===== src/design/usg_pkg.sv =====
package usg_pkg;

   localparam int CNT_W        = 9;
   localparam int IDX_W        = 8;
   localparam int RAD_W        = 16;
   localparam int POS_W        = 17;
   localparam int TRIG_W       = 18;
   localparam int CORDIC_STEPS = 24;
   localparam int CORDIC_W     = 34;

   // gain-compensated unit vector in Q30
   localparam logic signed [CORDIC_W-1:0] CORDIC_START = 34'sd652032874;
   localparam logic signed [POS_W-1:0]    POS_LIMIT    = 17'sd65535;

   typedef enum logic [1:0] {
      CSR_SECTOR_COUNT  = 2'd0,
      CSR_STACK_COUNT   = 2'd1,
      CSR_SPHERE_RADIUS = 2'd2
   } csr_index_type;

   typedef enum logic [1:0] {
      CORNER_FIRST  = 2'd0,
      CORNER_SECOND = 2'd1,
      CORNER_THIRD  = 2'd2
   } corner_type;

   // upper triangle (k1, k2, k1+1) then lower triangle (k1+1, k2, k2+1)
   typedef enum logic [2:0] {
      STEP_UP_FIRST  = 3'd0,
      STEP_UP_SECOND = 3'd1,
      STEP_UP_THIRD  = 3'd2,
      STEP_DN_FIRST  = 3'd3,
      STEP_DN_SECOND = 3'd4,
      STEP_DN_THIRD  = 3'd5
   } step_type;

   typedef struct packed {
      logic [CNT_W-1:0] row;
      logic [CNT_W-1:0] col;
      corner_type       corner;
      logic             last;
   } vert_req_type;

   typedef struct packed {
      logic       valid;
      corner_type corner;
      logic       last;
   } vert_tag_type;

   // atan(2^-k) as a fraction of a 32-bit turn
   function automatic logic signed [CORDIC_W-1:0] atan_turn(input int k);
      logic signed [CORDIC_W-1:0] a;
      case (k)
         0:       a = 34'sd536870912;
         1:       a = 34'sd316933406;
         2:       a = 34'sd167458907;
         3:       a = 34'sd85004756;
         4:       a = 34'sd42667331;
         5:       a = 34'sd21354465;
         6:       a = 34'sd10679838;
         7:       a = 34'sd5340245;
         8:       a = 34'sd2670163;
         9:       a = 34'sd1335087;
         10:      a = 34'sd667544;
         11:      a = 34'sd333772;
         12:      a = 34'sd166886;
         13:      a = 34'sd83443;
         14:      a = 34'sd41722;
         15:      a = 34'sd20861;
         16:      a = 34'sd10430;
         17:      a = 34'sd5215;
         18:      a = 34'sd2608;
         19:      a = 34'sd1304;
         20:      a = 34'sd652;
         21:      a = 34'sd326;
         22:      a = 34'sd163;
         23:      a = 34'sd81;
         default: a = '0;
      endcase
      return a;
   endfunction

   // saturate to the coordinate range
   function automatic logic signed [POS_W-1:0] sat_pos(input logic signed [23:0] v);
      logic signed [POS_W-1:0] r;
      if (v > 24'sd65535) begin
         r = POS_LIMIT;
      end else if (v < -24'sd65535) begin
         r = -POS_LIMIT;
      end else begin
         r = v[POS_W-1:0];
      end
      return r;
   endfunction

endpackage


===== src/design/usg_divider.sv =====
module usg_divider #(
   parameter int QB = 17
) (
   input  logic                        clock,
   input  logic                        adv,
   input  logic [usg_pkg::CNT_W-1:0]   num,
   input  logic [usg_pkg::CNT_W-1:0]   den,
   output logic [QB-1:0]               quot
);

   // floor(num * 2^(QB-1) / den), one quotient bit per stage; num <= den
   logic [usg_pkg::CNT_W-1:0] rem_ff [QB];
   logic [usg_pkg::CNT_W-1:0] rem_in [QB];
   logic [QB-1:0]             q_ff   [QB];
   logic [QB-1:0]             q_in   [QB];

   always_comb begin
      logic [usg_pkg::CNT_W:0] part;
      logic [QB-1:0]           qp;
      logic                    hit;
      for (int k = 0; k < QB; k++) begin
         if (k == 0) begin
            part = {1'b0, num};
            qp   = '0;
         end else begin
            part = {rem_ff[k-1], 1'b0};
            qp   = q_ff[k-1];
         end
         hit = (part >= {1'b0, den});
         if (hit) begin
            part = part - {1'b0, den};
         end
         rem_in[k]     = part[usg_pkg::CNT_W-1:0];
         qp[QB-1-k]    = hit;
         q_in[k]       = qp;
      end
   end

   always_ff @(posedge clock) begin
      if (adv) begin
         for (int k = 0; k < QB; k++) begin
            rem_ff[k] <= rem_in[k];
            q_ff[k]   <= q_in[k];
         end
      end
   end

   assign quot = q_ff[QB-1];

endmodule


===== config.mk =====
export PLATFORM = sky130hd
export DESIGN_NAME = usg_divider
export DESIGN_NICKNAME = d
export VERILOG_FILES = /design/src/design/usg_pkg.sv /design/src/design/usg_divider.sv
export SDC_FILE = /design/constraint.sdc
export NUM_CORES = 1
export LEC_CHECK = 0
export ABC_AREA = 1
export BUFFER_PORTS_ARGS = -buffer_cell sky130_fd_sc_hd__buf_2
export CORE_UTILIZATION = 43
export CTS_CLUSTER_SIZE = 24
export DETAILED_ROUTE_END_ITERATION = 10
export PLACE_DENSITY_LB_ADDON = 0.3
export SETUP_SLACK_MARGIN = 0.4
export SLEW_MARGIN = 10
export SYNTH_ARGS = -nofsm -noshare
export SYNTH_HDL_FRONTEND = slang
export SYNTH_SLANG_ARGS = --single-unit

===== constraint.sdc =====
create_clock -name clock -period 3.01 [get_ports clock]
set_clock_uncertainty 0.1 [all_clocks]
set_input_delay 0.602 -clock clock [delete_from_list [all_inputs] [get_ports clock]]
set_output_delay 0.602 -clock clock [all_outputs]
set_load 0.02 [all_outputs]

Word level (Yosys, flattened, before mapping)
Memories as Yosys holds them, arrays and structs flattened.
Index checks and enable logic that the tools add are counted.

storage, ports and cells
  bits in registers = 0
  memories kept = 2
  bits of input ports = 20
  memory bits (writable) = 442

operators by class
  add/sub/neg operators = 17
  mux-type cells = 19
  $lt $le $gt $ge = 17

memory list
  name    words  width  read ports  clocked after Yosys merged registers in  wr ports  line               RTL
  q_ff    17     17     17          0                                        17        usg_divider.sv:14  logic [QB-1:0] q_ff [QB];
  rem_ff  17     9      16          0                                        17        usg_divider.sv:12  logic [usg_pkg::CNT_W-1:0] rem_ff [QB];

operator list
  cell                                         number
  greater-or-equal comparator 10 x 9 -> 1 bit  16
  2-to-1 mux 9 bit                             17
  subtractor 9 bit                             17
  greater-or-equal comparator 9 bit            1
  2-to-1 mux 1 bit                             2

Logic depth before layout (Yosys ltp)
An unclocked memory read counts as a cell.

  depth after elaboration = 3
  mapped depth = 12
  depth with buffers taken out = 12

Worst setup path after synthesis
No wires, ideal clock.

  kind = in2reg
  start point = in den[1] in the netlist's numbering
  end point = mem rem_ff[0][25] in the netlist's numbering (data pin)
  cell stages on the path = 9
  library setup time = 0.253 ns
  path buffers = 0
  arrival = 2.064 ns
  data required time = 2.657 ns
  setup slack = 0.593 ns
  cell sequence = inv_1 -> ha_1 -> ha_1 -> nand3_1 -> nor2_1 -> nor2_2 -> nand2_2 -> nand2_1 -> nand2_1

RTL lines
  what                line               RTL
  start: declaration  usg_divider.sv:7   input logic [usg_pkg::CNT_W-1:0] den,
  end: declaration    usg_divider.sv:12

==> results <==
- The total DRC errors in the routed layout is 0.
- The total power density per cell area is 926 nW/µm².
- The total number of clock tree sinks is slightly below 300.
- The number of maximum-capacitance violations is 0.
- In this run the tightest slew margin relative to its limit is approximately 69%.
- STA classifies the critical path endpoint as a flip-flop.
- The sequential-to-total area share from yosys stat is a little under half.
- The number of gates resized after CTS was 0.
- The detailed-route vias per instance is 4.92.
- Summing all non-filler instances in the final layout gives an area of 21200 µm².
- The number of setup violations in the final report is 0.
- The switching share of power is 39.8%.
- After routing, the total negative slack on setup checks comes to 0 ns.
- The synthesis-stage register bit count is 297.
- When the netlist entered floorplanning its net count stood at 2459.
- Sorting the synthesized cells by area gives the leading types as edfxtp_1, nand2_1, ha_1.
- The critical path data required time is 3.20 ns.
- The share of layout cells above drive strength 1 is about 7.3%.
- The number of pins with negative max-slew slack in the final report was 0.
- The internal power contribution is between 10 and 15 mW.
- Setup repair after global routing left no endpoint under its margin.
- The count of nets left with antenna violations once routing finished came out at 0.
- Once the floorplan was initialized, standard cells occupied ~44% of the core.
- The share of total power dissipated in combinational logic is 43.4%.
- The pin count of the biggest net entering global routing is 66.
- The critical setup path kind is reg -> reg.
- The synthesized netlist occupies a cell area of 18900 µm².
- Synthesis instantiated 24 different standard cells from the library.
- The clock group share of total power is ~22%.
- The die is between 200 and 250 µm wide.
- Once the clock tree was built, the setup fixing pass inserted 0 buffers.
- The placed cell area is about 20000 µm².
- The filler cell count is 4089.
- The non-filler instance count after layout is 2967.
- The number of clock buffers inserted by TritonCTS is 36.
- In this run the worst path has a maximum fanout of 10.
- The final hold slack is between 0.2 and 0.3 ns.
- The hold violation count in the final report came to 0.
- In this run the count of I/O pins placed on the die edge is 37.
- The category of the worst setup path launch point is a flip-flop.
- The cell count after synthesis is 2271.
- The worst path needs 2.23 ns of the cycle, external delays included.
- Data on the critical path arrives at its endpoint at 2.42 ns.
- The share of Yosys cell area claimed by the top area cell type is 47.2%.
- The longest clock path from root to sink contains 3 buffers.
- The site row count is 76.
- The detailed router finished its first iteration with around 1000 violations.
- The routed length per placed instance is 13.9 µm.
- In this run, post-CTS hold repair placed 0 buffers.
- The die covers 44800 µm².
- Per report_power, the sequential group accounts for 34.9% of the total.
- Clock-pin slew was measured on the worst setup and hold paths at 0.06 ns.
- The switching power is approximately 7.8 mW.
- Averaged over all synthesized cells, the footprint is 8.33 µm².
- The maximum achievable frequency is 448 MHz.
- The flow ran to the end, and the final reports show no timing, DRC or antenna violations.
- Summed over all layers, the global routing overflow is 0.
- The H-tree depth is 2.
- The peak supply drop is 0.000369 V.
- The leakage dissipation is 10.5 nW.
- After floorplanning, the core was sized to cover 43300 µm².
- At the end of routability-driven placement, the weighted congestion stood at 0.909.
- For this run, the post-layout net count is 2543.
- Once placement completed, the tool counted placed cells totaling 2902.
- The detailed-placement wirelength estimate is 28.9 mm.
- In the global route stage, overall resource usage came out at between 10% and 20%.
- The ratio of final minimum period to clock period is 74.2%.
- For this block, the routed nets add up to 41.2 mm of wire.
- The total number of vias is ~15000.
- The measured slew at the worst slew-check pin is 0.463 ns.
- The area growth from synthesis to layout is 12.2%.
- The initial antenna violation count came to 0.
- The number of global-route vias before repair is 14100.
- The vertical die dimension is 212 µm.
- Input and output buffers added on the ports amount to 36.
- The first global-routing pass estimated between 60 and 70 mm of wire.
- 0 antenna diodes ended up in the layout.
- The number of warnings issued by yosys is 0.
- The root cell of the clock tree is clkbuf_16.
- TritonCTS built the clock tree.
- For this run, the detailed router's first-pass iteration total came to 7.
- The worst hold path class is in -> reg.
- The insertion delay to the later sink of the worst-skew pair is about 0.54 ns.
- The largest area contributor in the synthesized netlist is edfxtp_1.
## final timing paths
| check | start | end | slack, ns | cells after the start |
|---|---|---|---|---|
| worst max-delay path | rem_ff[0][65] | rem_ff[0][80] | 0.78 | 9 |
| worst min-delay path | num[3] | rem_ff[0][3] | 0.28 | 3 |
| worst max register to register | rem_ff[0][65] | rem_ff[0][80] | 0.78 | 9 |
| worst min register to register | q_ff[0][96] | q_ff[0][113] | 0.30 | 0 |
## synthesized netlist by cell type
master and number:
nor3_1 12, nand3_1 254, o21ai_0 1, a21oi_1 65
o21a_1 1, nand2_2 28, nand2_8 3, buf_6 3
nand4_1 20, inv_1 367, ha_1 152, nor2_2 16
nand2_1 862, xnor2_1 16, nand4_2 1, buf_2 5
nor2_1 96, edfxtp_1 297, xor2_1 32, o211ai_1 1
fa_1 16, a21boi_0 3, and2_1 3, buf_4 17
## state kept, by name (all words and copies together) (netlist names)
register / cells
q_ff: 153
rem_ff: 144
## placed cells by master, fill, tap and decap left out, types with 20 or more instances in the layout
master	instances
inv_1	366
nand2_2	28
buf_2	35
nand3_1	254
clkbuf_16	37
nand4_1	20
a21oi_1	65
nand2_1	862
nor2_1	96
edfxtp_1	297
xor2_1	32
ha_1	152
buf_4	23
## power groups by stage
stage / Sequential [mW] / Clock, mW / Combinational (mW)
2_1_floorplan: 6.60 / 0 / 6.62
3_3_place_gp: 6.93 / 0 / 8.26
3_5_place_dp: 6.92 / 0 / 8.46
4_1_cts: 6.86 / 4.41 / 8.49
5_1_grt: 6.96 / 4.54 / 9.87
6_report: 6.86 / 4.26 / 8.53
## routing by layer
| metal | global-route usage (%) | up-vias | part of all wire [%] |
|---|---|---|---|
| met3 | 3.68 | 92 | 5.3 |
| met1 | 24.9 | 6664 | 46 |
| met5 | 0 | - | 0 |
| met2 | 31.4 | 347 | 46 |
| li1 | - | 7499 | - |
| met4 | 7.37 | 0 | 3.0 |
## final cells by class
cell class                 count  area [µm²]  area share (%)
sequential                   297        8920            42.0
multi-input combinational   1582        8430            39.7
inverter                     367        1380            6.49
clock buffer                  41         941            4.43
tap                          585         732            3.45
timing repair buffer          71         603            2.84
clock inverter                24         220            1.04
## cell families (layout without fill, tap and decap cells)
| family | count (synthesis) | after routing | share of synthesized area, % |
|---|---|---|---|
| AOI/OAI and AO/OA | 71 | 71 | 1.95 |
| and+or+nand+nor | 1295 | 1295 | 28.7 |
| adders and majority gates | 168 | 168 | 11.7 |
| DFF | 297 | 297 | 47.2 |
| buffers and inverters | 392 | 503 | 8.27 |
| xor gates and xnor gates | 48 | 48 | 2.22 |
## per-stage QoR
stage / worst slack [ns] / total power [mW] / utilization (%)
after global placement: 0.321 / 15.2 / 46.4
after global routing: 0.670 / 21.4 / 49.0
after CTS: 0.823 / 19.8 / 49.0
after detailed placement: 0.275 / 15.4 / 46.4
after floorplan: 0.593 / 13.2 / -
final: 0.778 / 19.7 / 49.0
## critical path, cell delays in order, from the launching register on
cell and delay, ns:
edfxtp_1 0.41, ha_1 0.38, nand2_1 0.09, nand2_1 0.07
a21oi_1 0.17, nand2_1 0.11, nand2_2 0.22, nand2_2 0.23
nand2_1 0.12, nand2_1 0.07
No activity file was read; power rests on OpenSTA's default activity.
