File: src/design/usg_pkg.sv
package usg_pkg;

   localparam int CNT_W        = 9;
   localparam int IDX_W        = 8;
   localparam int RAD_W        = 16;
   localparam int POS_W        = 17;
   localparam int TRIG_W       = 18;
   localparam int CORDIC_STEPS = 24;
   localparam int CORDIC_W     = 34;

   // gain-compensated unit vector in Q30
   localparam logic signed [CORDIC_W-1:0] CORDIC_START = 34'sd652032874;
   localparam logic signed [POS_W-1:0]    POS_LIMIT    = 17'sd65535;

   typedef enum logic [1:0] {
      CSR_SECTOR_COUNT  = 2'd0,
      CSR_STACK_COUNT   = 2'd1,
      CSR_SPHERE_RADIUS = 2'd2
   } csr_index_type;

   typedef enum logic [1:0] {
      CORNER_FIRST  = 2'd0,
      CORNER_SECOND = 2'd1,
      CORNER_THIRD  = 2'd2
   } corner_type;

   // upper triangle (k1, k2, k1+1) then lower triangle (k1+1, k2, k2+1)
   typedef enum logic [2:0] {
      STEP_UP_FIRST  = 3'd0,
      STEP_UP_SECOND = 3'd1,
      STEP_UP_THIRD  = 3'd2,
      STEP_DN_FIRST  = 3'd3,
      STEP_DN_SECOND = 3'd4,
      STEP_DN_THIRD  = 3'd5
   } step_type;

   typedef struct packed {
      logic [CNT_W-1:0] row;
      logic [CNT_W-1:0] col;
      corner_type       corner;
      logic             last;
   } vert_req_type;

   typedef struct packed {
      logic       valid;
      corner_type corner;
      logic       last;
   } vert_tag_type;

   // atan(2^-k) as a fraction of a 32-bit turn
   function automatic logic signed [CORDIC_W-1:0] atan_turn(input int k);
      logic signed [CORDIC_W-1:0] a;
      case (k)
         0:       a = 34'sd536870912;
         1:       a = 34'sd316933406;
         2:       a = 34'sd167458907;
         3:       a = 34'sd85004756;
         4:       a = 34'sd42667331;
         5:       a = 34'sd21354465;
         6:       a = 34'sd10679838;
         7:       a = 34'sd5340245;
         8:       a = 34'sd2670163;
         9:       a = 34'sd1335087;
         10:      a = 34'sd667544;
         11:      a = 34'sd333772;
         12:      a = 34'sd166886;
         13:      a = 34'sd83443;
         14:      a = 34'sd41722;
         15:      a = 34'sd20861;
         16:      a = 34'sd10430;
         17:      a = 34'sd5215;
         18:      a = 34'sd2608;
         19:      a = 34'sd1304;
         20:      a = 34'sd652;
         21:      a = 34'sd326;
         22:      a = 34'sd163;
         23:      a = 34'sd81;
         default: a = '0;
      endcase
      return a;
   endfunction

   // saturate to the coordinate range
   function automatic logic signed [POS_W-1:0] sat_pos(input logic signed [23:0] v);
      logic signed [POS_W-1:0] r;
      if (v > 24'sd65535) begin
         r = POS_LIMIT;
      end else if (v < -24'sd65535) begin
         r = -POS_LIMIT;
      end else begin
         r = v[POS_W-1:0];
      end
      return r;
   endfunction

endpackage

File: src/design/usg_vertex_seq.sv
module usg_vertex_seq (
   input  logic                          clock,
   input  logic                          reset,
   input  logic                          req_valid,
   output logic                          req_ready,
   input  logic [usg_pkg::IDX_W-1:0]     stack_index,
   input  logic [usg_pkg::IDX_W-1:0]     sector_index,
   input  logic [usg_pkg::CNT_W-1:0]     sectors,
   input  logic [usg_pkg::CNT_W-1:0]     stacks,
   input  logic                          adv,
   output logic                          vr_valid,
   output usg_pkg::vert_req_type         vr
);

   logic                          act_ff, act_in;
   usg_pkg::step_type             step_ff, step_in, step_next;
   usg_pkg::step_type             end_ff, end_in;
   logic [usg_pkg::IDX_W-1:0]     row_ff, row_in, col_ff, col_in;
   logic [usg_pkg::CNT_W-1:0]     row_w, col_w;
   logic                          top, bottom, cell_ok, acc, done, is_last;

   always_comb begin
      row_w   = {1'b0, stack_index};
      col_w   = {1'b0, sector_index};
      top     = (stack_index == '0);
      bottom  = (row_w == stacks - 1'b1);
      cell_ok = (stacks != '0) && (sectors != '0) && (row_w < stacks) &&
                (col_w < sectors) && !(top && bottom);
      is_last   = (step_ff == end_ff);
      done      = act_ff && adv && is_last;
      req_ready = !act_ff || done;
      acc       = req_valid && req_ready;
   end

   always_ff @(posedge clock) begin
      if (reset) begin
         act_ff  <= 1'b0;
         step_ff <= usg_pkg::STEP_UP_FIRST;
         end_ff  <= usg_pkg::STEP_DN_THIRD;
      end else begin
         act_ff  <= act_in;
         step_ff <= step_in;
         end_ff  <= end_in;
      end
      row_ff <= row_in;
      col_ff <= col_in;
   end

   always_comb begin
      logic [usg_pkg::CNT_W-1:0] r0, r1, c0, c1;
      r0 = {1'b0, row_ff};
      r1 = r0 + 1'b1;
      c0 = {1'b0, col_ff};
      c1 = c0 + 1'b1;

      act_in  = act_ff;
      step_in = step_ff;
      end_in  = end_ff;
      row_in  = row_ff;
      col_in  = col_ff;

      unique case (step_ff)
         usg_pkg::STEP_UP_FIRST: begin
            step_next = usg_pkg::STEP_UP_SECOND;
            vr.row = r0; vr.col = c0; vr.corner = usg_pkg::CORNER_FIRST;
         end
         usg_pkg::STEP_UP_SECOND: begin
            step_next = usg_pkg::STEP_UP_THIRD;
            vr.row = r1; vr.col = c0; vr.corner = usg_pkg::CORNER_SECOND;
         end
         usg_pkg::STEP_UP_THIRD: begin
            step_next = usg_pkg::STEP_DN_FIRST;
            vr.row = r0; vr.col = c1; vr.corner = usg_pkg::CORNER_THIRD;
         end
         usg_pkg::STEP_DN_FIRST: begin
            step_next = usg_pkg::STEP_DN_SECOND;
            vr.row = r0; vr.col = c1; vr.corner = usg_pkg::CORNER_FIRST;
         end
         usg_pkg::STEP_DN_SECOND: begin
            step_next = usg_pkg::STEP_DN_THIRD;
            vr.row = r1; vr.col = c0; vr.corner = usg_pkg::CORNER_SECOND;
         end
         usg_pkg::STEP_DN_THIRD: begin
            step_next = usg_pkg::STEP_DN_THIRD;
            vr.row = r1; vr.col = c1; vr.corner = usg_pkg::CORNER_THIRD;
         end
         default: begin
            step_next = usg_pkg::STEP_UP_FIRST;
            vr.row = r0; vr.col = c0; vr.corner = usg_pkg::CORNER_FIRST;
         end
      endcase
      vr.last  = is_last;
      vr_valid = act_ff;

      if (acc) begin
         act_in  = cell_ok;
         step_in = top ? usg_pkg::STEP_DN_FIRST : usg_pkg::STEP_UP_FIRST;
         end_in  = bottom ? usg_pkg::STEP_UP_THIRD : usg_pkg::STEP_DN_THIRD;
         row_in  = stack_index;
         col_in  = sector_index;
      end else if (done) begin
         act_in = 1'b0;
      end else if (act_ff && adv) begin
         step_in = step_next;
      end
   end

   a_drop_outside: assert property (@(posedge clock) disable iff (reset)
      acc && !cell_ok |=> !act_ff)
      else $error("cell outside the grid started a vertex sequence");

   a_last_corner: assert property (@(posedge clock) disable iff (reset)
      act_ff && is_last |-> vr.corner == usg_pkg::CORNER_THIRD)
      else $error("cell ended on a corner other than the third");

   a_ready_busy: assert property (@(posedge clock) disable iff (reset)
      act_ff && req_ready |-> adv && is_last)
      else $error("new cell taken before the current one finished");

endmodule

File: config.mk
export PLATFORM = sky130hd
export DESIGN_NAME = usg_vertex_seq
export DESIGN_NICKNAME = d
export VERILOG_FILES = /design/src/design/usg_pkg.sv /design/src/design/usg_vertex_seq.sv
export SDC_FILE = /design/constraint.sdc
export NUM_CORES = 1
export LEC_CHECK = 0
export ABC_AREA = 1
export ABC_CLOCK_PERIOD_IN_PS = 2000
export BUFFER_PORTS_ARGS = -buffer_cell sky130_fd_sc_hd__buf_2
export CAP_MARGIN = 10
export CORE_MARGIN = 8
export CORE_UTILIZATION = 52
export CTS_CLUSTER_DIAMETER = 30
export DETAILED_ROUTE_END_ITERATION = 8
export GPL_TIMING_DRIVEN = 0
export PLACE_DENSITY = 0.79
export SLEW_MARGIN = 5
export SYNTH_ARGS = -nofsm -noshare
export SYNTH_HDL_FRONTEND = slang
export SYNTH_SLANG_ARGS = --single-unit
File: constraint.sdc
create_clock -name clock -period 2 [get_ports clock]
set_clock_uncertainty 0.1 [all_clocks]
set_input_delay 0.1 -clock clock [delete_from_list [all_inputs] [get_ports clock]]
set_output_delay 0.1 -clock clock [all_outputs]
set_load 0.05 [all_outputs]
== Word-level counts from Yosys, hierarchy flattened ==
Cells that the tools add are included.

* Bits in registers: 23
* Bits of input ports: 38
* Output and inout bits: 23

* Add/sub/neg operators: 3
* Order comparisons: 2
* Equality and inequality tests: 8
* Mux-type cells: 9
* Reductions and logical operators: 20

{| class="wikitable"
|+ Operators with widths
! cell !! number
|-
| case mux 20 bit (4 select lines) || 1
|-
| adder 8 x 1 -> 9 bit (second input constant) || 2
|-
| < comparator 8 x 9 -> 1 bit || 2
|-
| nonzero test 9 bit || 2
|-
| case mux 3 bit (5 select lines) || 1
|-
| two-way mux 3 bit || 4
|-
| equality test 8 x 9 -> 1 bit || 1
|-
| subtractor 9 x 1 -> 9 bit (second input constant) || 1
|-
| logical AND 1 bit || 8
|-
| zero test 8 bit || 1
|-
| equality test 3 x 2 -> 1 bit (second input constant) || 2
|-
| equality test 3 bit (second input constant) || 2
|-
| nonzero test 2 bit || 2
|-
| OR reduction 2 bit || 2
|-
| equality test 3 x 1 -> 1 bit (second input constant) || 1
|-
| equality test 3 bit || 1
|-
| zero test 3 bit || 1
|-
| zero test 1 bit || 2
|-
| two-way mux 1 bit || 2
|-
| two-way mux 2 bit || 1
|-
| inequality test 2 bit (second input constant) || 1
|-
| AND reduction 2 bit || 1
|-
| logical OR 1 bit || 1
|}

== Depth between registers and ports, before layout ==
Gate-level depths: netlist of run 1.

* Word-level depth: 6
* Mapped depth: 15
* Gate-level depth less buffers: 15

== Worst setup path after synthesis of run 1 ==
OpenSTA, ideal clock, no wires.

* Kind: reg2out
* Start point: reg step_ff[1]
* End point: out vr[11] in the netlist's numbering
* Data arrival time: 2013 ps
* Data required time: 1800 ps
* Slack: -213 ps
* Cell stages (with the launch flop): 7
* Path buffers: 0
* Cell sequence: dfxtp_1 -> nand2_2 -> nand2_2 -> inv_2 -> nor3b_2 -> nand3_2 -> a2111oi_2

{| class="wikitable"
|+ RTL lines
! element !! line !! text
|-
| start, declared || usg_vertex_seq.sv:16 || <nowiki>usg_pkg::step_type step_ff, step_in, step_next;</nowiki>
|-
| start signal, assigned || usg_vertex_seq.sv:38 || <nowiki>step_ff <= usg_pkg::STEP_UP_FIRST;</nowiki>
|-
| start signal, assigned || usg_vertex_seq.sv:42 || <nowiki>step_ff <= step_in;</nowiki>
|-
| end, declared || usg_vertex_seq.sv:12 || <nowiki>output usg_pkg::vert_req_type vr</nowiki>
|}

==> results of run 1 <==
## metal layers
layer | vias up | global-route usage, %
li1 | 1021 | -
met2 | 50 | 29.91
met5 | - | 0
met3 | 4 | 2.995
met1 | 937 | 18.85
met4 | 0 | 5.849
## where the power goes
group / internal, uW / total [uW] / switching [uW]
Combinational: 306 / 972 / 665
Clock: 217 / 350 / 133
Sequential: 561 / 626 / 64.5
Total: 1080 / 1950 / 863
## sequential cells by signal (all words and copies together), names as in the netlist
signal    flops
step_ff       3
col_ff        8
end_ff        2
row_ff        8
vr_valid      1
## final timing paths
path / cells after the start / slack, ps / end / start
max: 6 / 0.2 / vr[11] / col_ff[0]$_DFFE_PP_
min: 1 / 10 / row_ff[7]$_DFFE_PP_ / stack_index[7]
max reg2reg: 8 / 170 / end_ff[1]$_SDFFE_PP0P_ / vr_valid$_SDFFE_PP0P_
min reg2reg: 2 / 360 / end_ff[1]$_SDFFE_PP0P_ / end_ff[1]$_SDFFE_PP0P_
## logic make-up (layout without fill, tap and decap cells)
kind of cell               Yosys count  in the layout
buffers and inverters               55            139
and+or+nand+nor                    128            128
adders and majority gates           18             18
DFF                                 22             22
xor gates and xnor gates            19             19
AOI/OAI and AO/OA                   25             25
## synthesized netlist by cell type (4+ instances only)
library cell,n
a21oi_1,8
dfxtp_1,6
edfxtp_1,16
ha_1,18
inv_1,47
inv_2,7
nand2_1,67
nand2_2,4
nand3_1,20
nor2_1,19
o21ai_0,6
xnor2_1,4
xor2_1,14
## layout make-up
class | instances | area share [%]
buffer | 1 | 0.2736
clock buffer | 4 | 2.417
inverter | 54 | 7.889
multi-input combinational | 190 | 45.74
sequential | 22 | 22.21
tap | 48 | 2.189
timing repair buffer | 80 | 19.29
## per-stage QoR
stage               TNS, ps  utilization (%)  setup slack [ps]
finish                    0            74.95            0.2391
global route         -252.7            74.95            -86.34
CTS                       0            73.21             21.07
detailed placement        0            64.63             67.79
global placement          0            64.63             73.48
floorplan                 0                -             53.51
## critical path, cell delays in order (launching register included)
cell and delay [ps]:
edfxtp_1 390, ha_1 200, nand2_1 110, nor3b_4 230, nand3_2 150, a2111oi_4 240
buf_6 210
## repair_timing
action                                  CTS  global route
hold buffers                             15             1
pin swaps                                 6            12
endpoints found under the setup margin    6            13
buffers inserted                          2             4
hold endpoints to repair                 16             1
resized for setup                        24            11
==> results by group, run 1 <==
Detailed routing
  • DR DRC count: 0
  • Post-DRT Antenna Nets: 0
  • Wire length on met3: 239 um
  • Max Used Layer: met4
  • WL/cell: 13.40 um
  • Via count: between 2000 and 2500
  • DR WL met2: 2.901 mm
  • Initial DRC Count: 110
  • Via density: 5.043
  • Final WL: 5.345 mm
  • Drt pass-1 iters: 4
  • M1 WL: 2.149 mm

Final layout
  • Fraction of layout cells with a size suffix above 1: 31.05%
  • Post-Layout Cell Count: 399
  • Fill cells: ~270
  • Antenna cells: 0
  • Most frequent standard cell in the layout excluding fill and tap cells: nand2_1
  • Nets: 408
  • Multi-input gate area: 1255 sq um
  • Fin area: 2744 sq um
  • Most frequent cells in the layout: nand2_1, buf_2, inv_1, ha_1, nand3_1
  • FF+latch area: 609.3 sq um
  • Area delta synth->final: 39.06%

Pwr
  • P_leak: around 0.0014 uW
  • Pwr dens: 709.7 nW/um^2
  • Max VDD drop: 0.0002896 V
  • Final Power: 1947 uW

Global route
  • Overall Global Routing Usage: between 15 and 20%
  • Number of global-route vias before repair: about 1900
  • Largest net degree at the start of global routing: 19
  • First-pass GRT wire length: 8.349 mm
  • Initial antenna violation count: 0
  • Total global routing overflow: 0

Yosys
  • FFs w/ async S/R, synth: 0%
  • Warnings from Yosys: 0
  • Top cells by area, synth: edfxtp_1, nand2_1, ha_1
  • Yosys top cell by area: edfxtp_1
  • Top cell type's share of synthesized area: 24.35%
  • Number of synthesized flops with an enable pin: 16
  • Multiplexer area fraction after synthesis: 0%
  • Synth Area per Inst: 7.390 sq um
  • #FFs+latches synth: 22
  • Compound-Gate Fraction of Synth Area: 7.736%
  • Mapped cell area: 1973 sq um
  • Synth Area in XOR/XNOR: 9.131%
  • Post-Synth Adder-Cell Area: a little under an eighth
  • Post-Synth Simple-Gate Area: 30.63%
  • Net Count, Synth: about 320
  • Distinct cells, synth: 33
  • Seq/Total Area, Yosys: 30.44%
  • Cells after Synth: 267
  • Ys flop type: edfxtp_1
  • Largest family of logic cells by synthesized area: simple AND/OR/NAND/NOR gates

Floorplanning
  • I/O pin count: 61
  • Total die area: 6022 sq um
  • Core area: between 3000 and 4000 sq um
  • DIE HEIGHT: 77.60 um
  • Rows: 22
  • Die Wd: 77.60 um
  • Initial core utilization: between 50% and 60%

Clock network
  • CTS tree: done
  • Worst-Skew Late Latency: roughly 260 ps
  • Clock sinks: 22
  • Root buffer selected by CTS: clkbuf_8
  • CTS Buf Count: 3
  • H-tree depth: 1
  • Reg clk slew, reported paths: roughly 80 ps
  • CTS max path bufs: 2

Run status
  • Status: completed

Placement
  • Area after DPL: 2366 sq um
  • Gpl congestion: 0.8899
  • Post-DP HPWL: about 3.8 mm
  • Placed instance count: 375
  • Port Buffers: 60

STA
  • Max-slew headroom: 73.05%
  • Final hold vios: 0
  • Final slew viol count: 0
  • Worst hold slack: 10.58 ps
  • Setup violators final: 0
  • Slew at the pin with the worst max-slew slack: about 400 ps
  • Fin crit share: 99.99%
  • Max Clock Freq: ~0.50 GHz
  • RSZ-0062 raised after global routing: yes
  • Fin crit period: roughly 2000 ps

Run
  • Max cap viols: 0

Critical path
  • CP max FO: 3
  • Setup Crit Path Kind: flop to primary output
  • Worst EP arrival: 1800 ps
  • CP Data Required Time: 1800 ps
  • CP Capture Type: primary output
  • Critical Path Source Type: flop

Worst hold path
  • HP Class: input pin to flop
Power figures use the tool's default switching activity.
==> run 2: changes to the inputs <==
--- a/config.mk
+++ b/config.mk
@@ -5,16 +5,15 @@
 export SDC_FILE = /design/constraint.sdc
 export NUM_CORES = 1
 export LEC_CHECK = 0
-export ABC_AREA = 1
 export ABC_CLOCK_PERIOD_IN_PS = 2000
 export BUFFER_PORTS_ARGS = -buffer_cell sky130_fd_sc_hd__buf_2
 export CAP_MARGIN = 10
 export CORE_MARGIN = 8
-export CORE_UTILIZATION = 52
+export CORE_UTILIZATION = 51
 export CTS_CLUSTER_DIAMETER = 30
 export DETAILED_ROUTE_END_ITERATION = 8
 export GPL_TIMING_DRIVEN = 0
-export PLACE_DENSITY = 0.79
+export PLACE_DENSITY = 0.78
 export SLEW_MARGIN = 5
 export SYNTH_ARGS = -nofsm -noshare
 export SYNTH_HDL_FRONTEND = slang
==> results by group, run 2 <==
Run status
  • Status: finished with violations
  • Failing checks: setup timing

Detailed routing
  • WL/cell: 15.43 um
  • DR DRC count: 0
  • Drt pass-1 iters: 4
  • Final WL: 5.556 mm
  • Post-DRT Antenna Nets: 0
  • Initial DRC Count: 65
  • Via density: 5.375
  • Via count: 1935

Pwr
  • P_leak: 0.001264 uW
  • Max VDD drop: 0.0002361 V
  • Pwr dens: 508.9 nW/um^2

Floorplanning
  • I/O pin count: 61
  • Total die area: about 6000 sq um
  • Die Wd: 77.51 um
  • Initial core utilization: 52.70%
  • DIE HEIGHT: 77.51 um
  • Rows: 22
  • Core area: ~3700 sq um

Critical path
  • R2R Path Start: step_ff[0]$_SDFFE_PP0P_
  • Flop2flop setup slack: 30 ps
  • CP Capture Type: primary output
  • CP Data Required Time: ~1800 ps
  • Crit path largest cell delay: approximately 350 ps
  • Slowest cell on crit path: dfxtp_2
  • Depth of the most critical reg-to-reg path: 8
  • Worst EP arrival: around 2000 ps
  • CP max FO: 6
  • Critical Path Source Type: flop
  • RR Endpoint: col_ff[4]$_DFFE_PP_
  • Setup Crit Path Kind: flop to primary output
  • Worst-path cell chain: buf_6, nand3b_1, o21ai_4, and4_4, nand3_4, nor2_4, mux2_4, buf_8

Yosys
  • FFs w/ async S/R, synth: 0%
  • Yosys top cell by area: edfxtp_1
  • Commonest cells post-synth: inv_1, ha_1, edfxtp_1
  • Distinct cells, synth: 48
  • Ys flop type: edfxtp_1
  • #FFs+latches synth: 22
  • Net Count, Synth: 276
  • Number of synthesized flops with an enable pin: 16
  • Cells after Synth: 220
  • Synth Area per Inst: 8.770 sq um
  • Seq/Total Area, Yosys: 31.13%
  • Top cell type's share of synthesized area: approximately 25%
  • Most frequent cell after synthesis: inv_1
  • Top cells by area, synth: edfxtp_1, ha_1, xnor2_1
  • Warnings from Yosys: 0
  • Mapped cell area: 1929 sq um

Placement
  • Placed instance count: 328
  • Area after DPL: between 2000 and 2500 sq um
  • Post-DP HPWL: 3.809 mm
  • Port Buffers: 60
  • Gpl congestion: ~0.88

STA
  • Final hold vios: 0
  • Max-slew headroom: 66.89%
  • Setup violators final: 3
  • Final TNS setup: -223.8 ps
  • Fin crit period: about 2200 ps
  • Final slew viol count: 0
  • RSZ-0062 raised after global routing: yes
  • Fin crit share: 107.8%
  • Slew at the pin with the worst max-slew slack: slightly below 500 ps
  • Setup ws final: -155.9 ps
  • Max Clock Freq: 0.4638 GHz

Final layout
  • Multi-input gate area: 1386 sq um
  • Regs by FF count: col_ff x8, row_ff x8, step_ff x3
  • Fill cells: about 250
  • Nets: 369
  • FF+latch area: 601.8 sq um
  • Post-Layout Cell Count: 360
  • Antenna cells: 0
  • Most frequent standard cell in the layout excluding fill and tap cells: buf_2
  • Area delta synth->final: 46.30%
  • Fraction of layout cells with a size suffix above 1: between 30% and 40%
  • Fin area: roughly 2800 sq um
  • Most frequent cells in the layout: buf_2, inv_1, ha_1, buf_4, edfxtp_1

Clock network
  • CTS max path bufs: 2
  • H-tree depth: 1
  • CTS tree: done
  • Reg clk slew, reported paths: 80 ps
  • Root buffer selected by CTS: clkbuf_8
  • CTS Buf Count: 3
  • Clock sinks: 22
  • Worst-Skew Late Latency: between 200 and 300 ps

Global route
  • Total global routing overflow: 0
  • Number of global-route vias before repair: ~2000
  • Overall Global Routing Usage: between 10% and 20%
  • Initial antenna violation count: 0
  • First-pass GRT wire length: around 9 mm
  • Largest net degree at the start of global routing: 17

Worst hold path
  • Hold path depth: 2
  • Endpoint, Worst Hold: step_ff[2]$_SDFFE_PP0P_
  • Min-delay src: reset
  • HP Class: input pin to flop

Run
  • Max cap viols: 0
==> run 2: power by group <==
group / switching [uW] / internal (uW)
sequential: 33.7 / 525
combinational: 366 / 235
clock: 140 / 137
==> run 2: layout make-up <==
type / instances / share of cell area [%]
multi-input cells: 170 / 49.11
well taps: 48 / 2.128
plain buffers: 5 / 1.463
repair buffers: 88 / 21.19
inverters: 23 / 3.191
clock buffers: 3 / 1.463
clock inverters: 1 / 0.1330
flip-flops and latches: 22 / 21.32
==> run 2: how the worst max path moves through the flow <==
stage	slack, ps	to	start
floorplan	-20	col_ff[0]$_DFFE_PP_	step_ff[0]$_SDFFE_PP0P_
global placement	-270	vr[10]	step_ff[2]$_SDFFE_PP0P_
detailed placement	-300	vr[10]	step_ff[0]$_SDFFE_PP0P_
CTS	-110	vr[10]	step_ff[2]$_SDFFE_PP0P_
global route	-200	vr[10]	step_ff[2]$_SDFFE_PP0P_
finish	-160	vr[10]	step_ff[2]$_SDFFE_PP0P_
==> run 2: worst max-delay path, delay by kind of cell (launching register included) <==
kind | cells | cell delay, ps
flops | 1 | 350
simple gates | 4 | 650
mux | 1 | 310
compound gates | 1 | 110
buf+inv | 2 | 280
==> run 2: what timing repair did <==
item,CTS,global route
setup buffers,7,6
hold buffers,15,0
endpoints found under the hold margin,15,0
endpoints found under the setup margin,14,30
pin swaps,6,4
gates resized for setup,21,18
gates cloned,0,0
==> run 2: cell families after synthesis <==
family                     after synthesis  share of synthesized area (%)
and+or+nand+nor                         81                          23.61
AOI/OAI and AO/OA                       44                          14.85
buffers and inverters                   28                          5.966
xor gates and xnor gates                22                          9.987
DFF                                     22                          31.13
adders and majority gates               18                          11.67
muxes                                    5                          2.789
==> run 2: per-layer routing <==
metal | up-vias | track usage, % | routed length [um]
met1 | 897 | 19.71 | 2374
met4 | 0 | 6.038 | 59
met3 | 4 | 2.765 | 181
met2 | 53 | 34.63 | 2942
met5 | - | 0 | 0
li1 | 981 | - | -
==> run 2: per-stage QoR <==
step	utilization, %	hold slack (ps)	total power [uW]	setup slack, ps
floorplan	-	72.38	917.0	-22.74
global placement	65.21	202.1	1057	-266.5
detailed placement	65.21	203.8	1066	-300.5
CTS	74.09	12.59	1383	-108.2
global route	77.10	50.45	1499	-200.0
finish	77.10	42.50	1437	-155.9
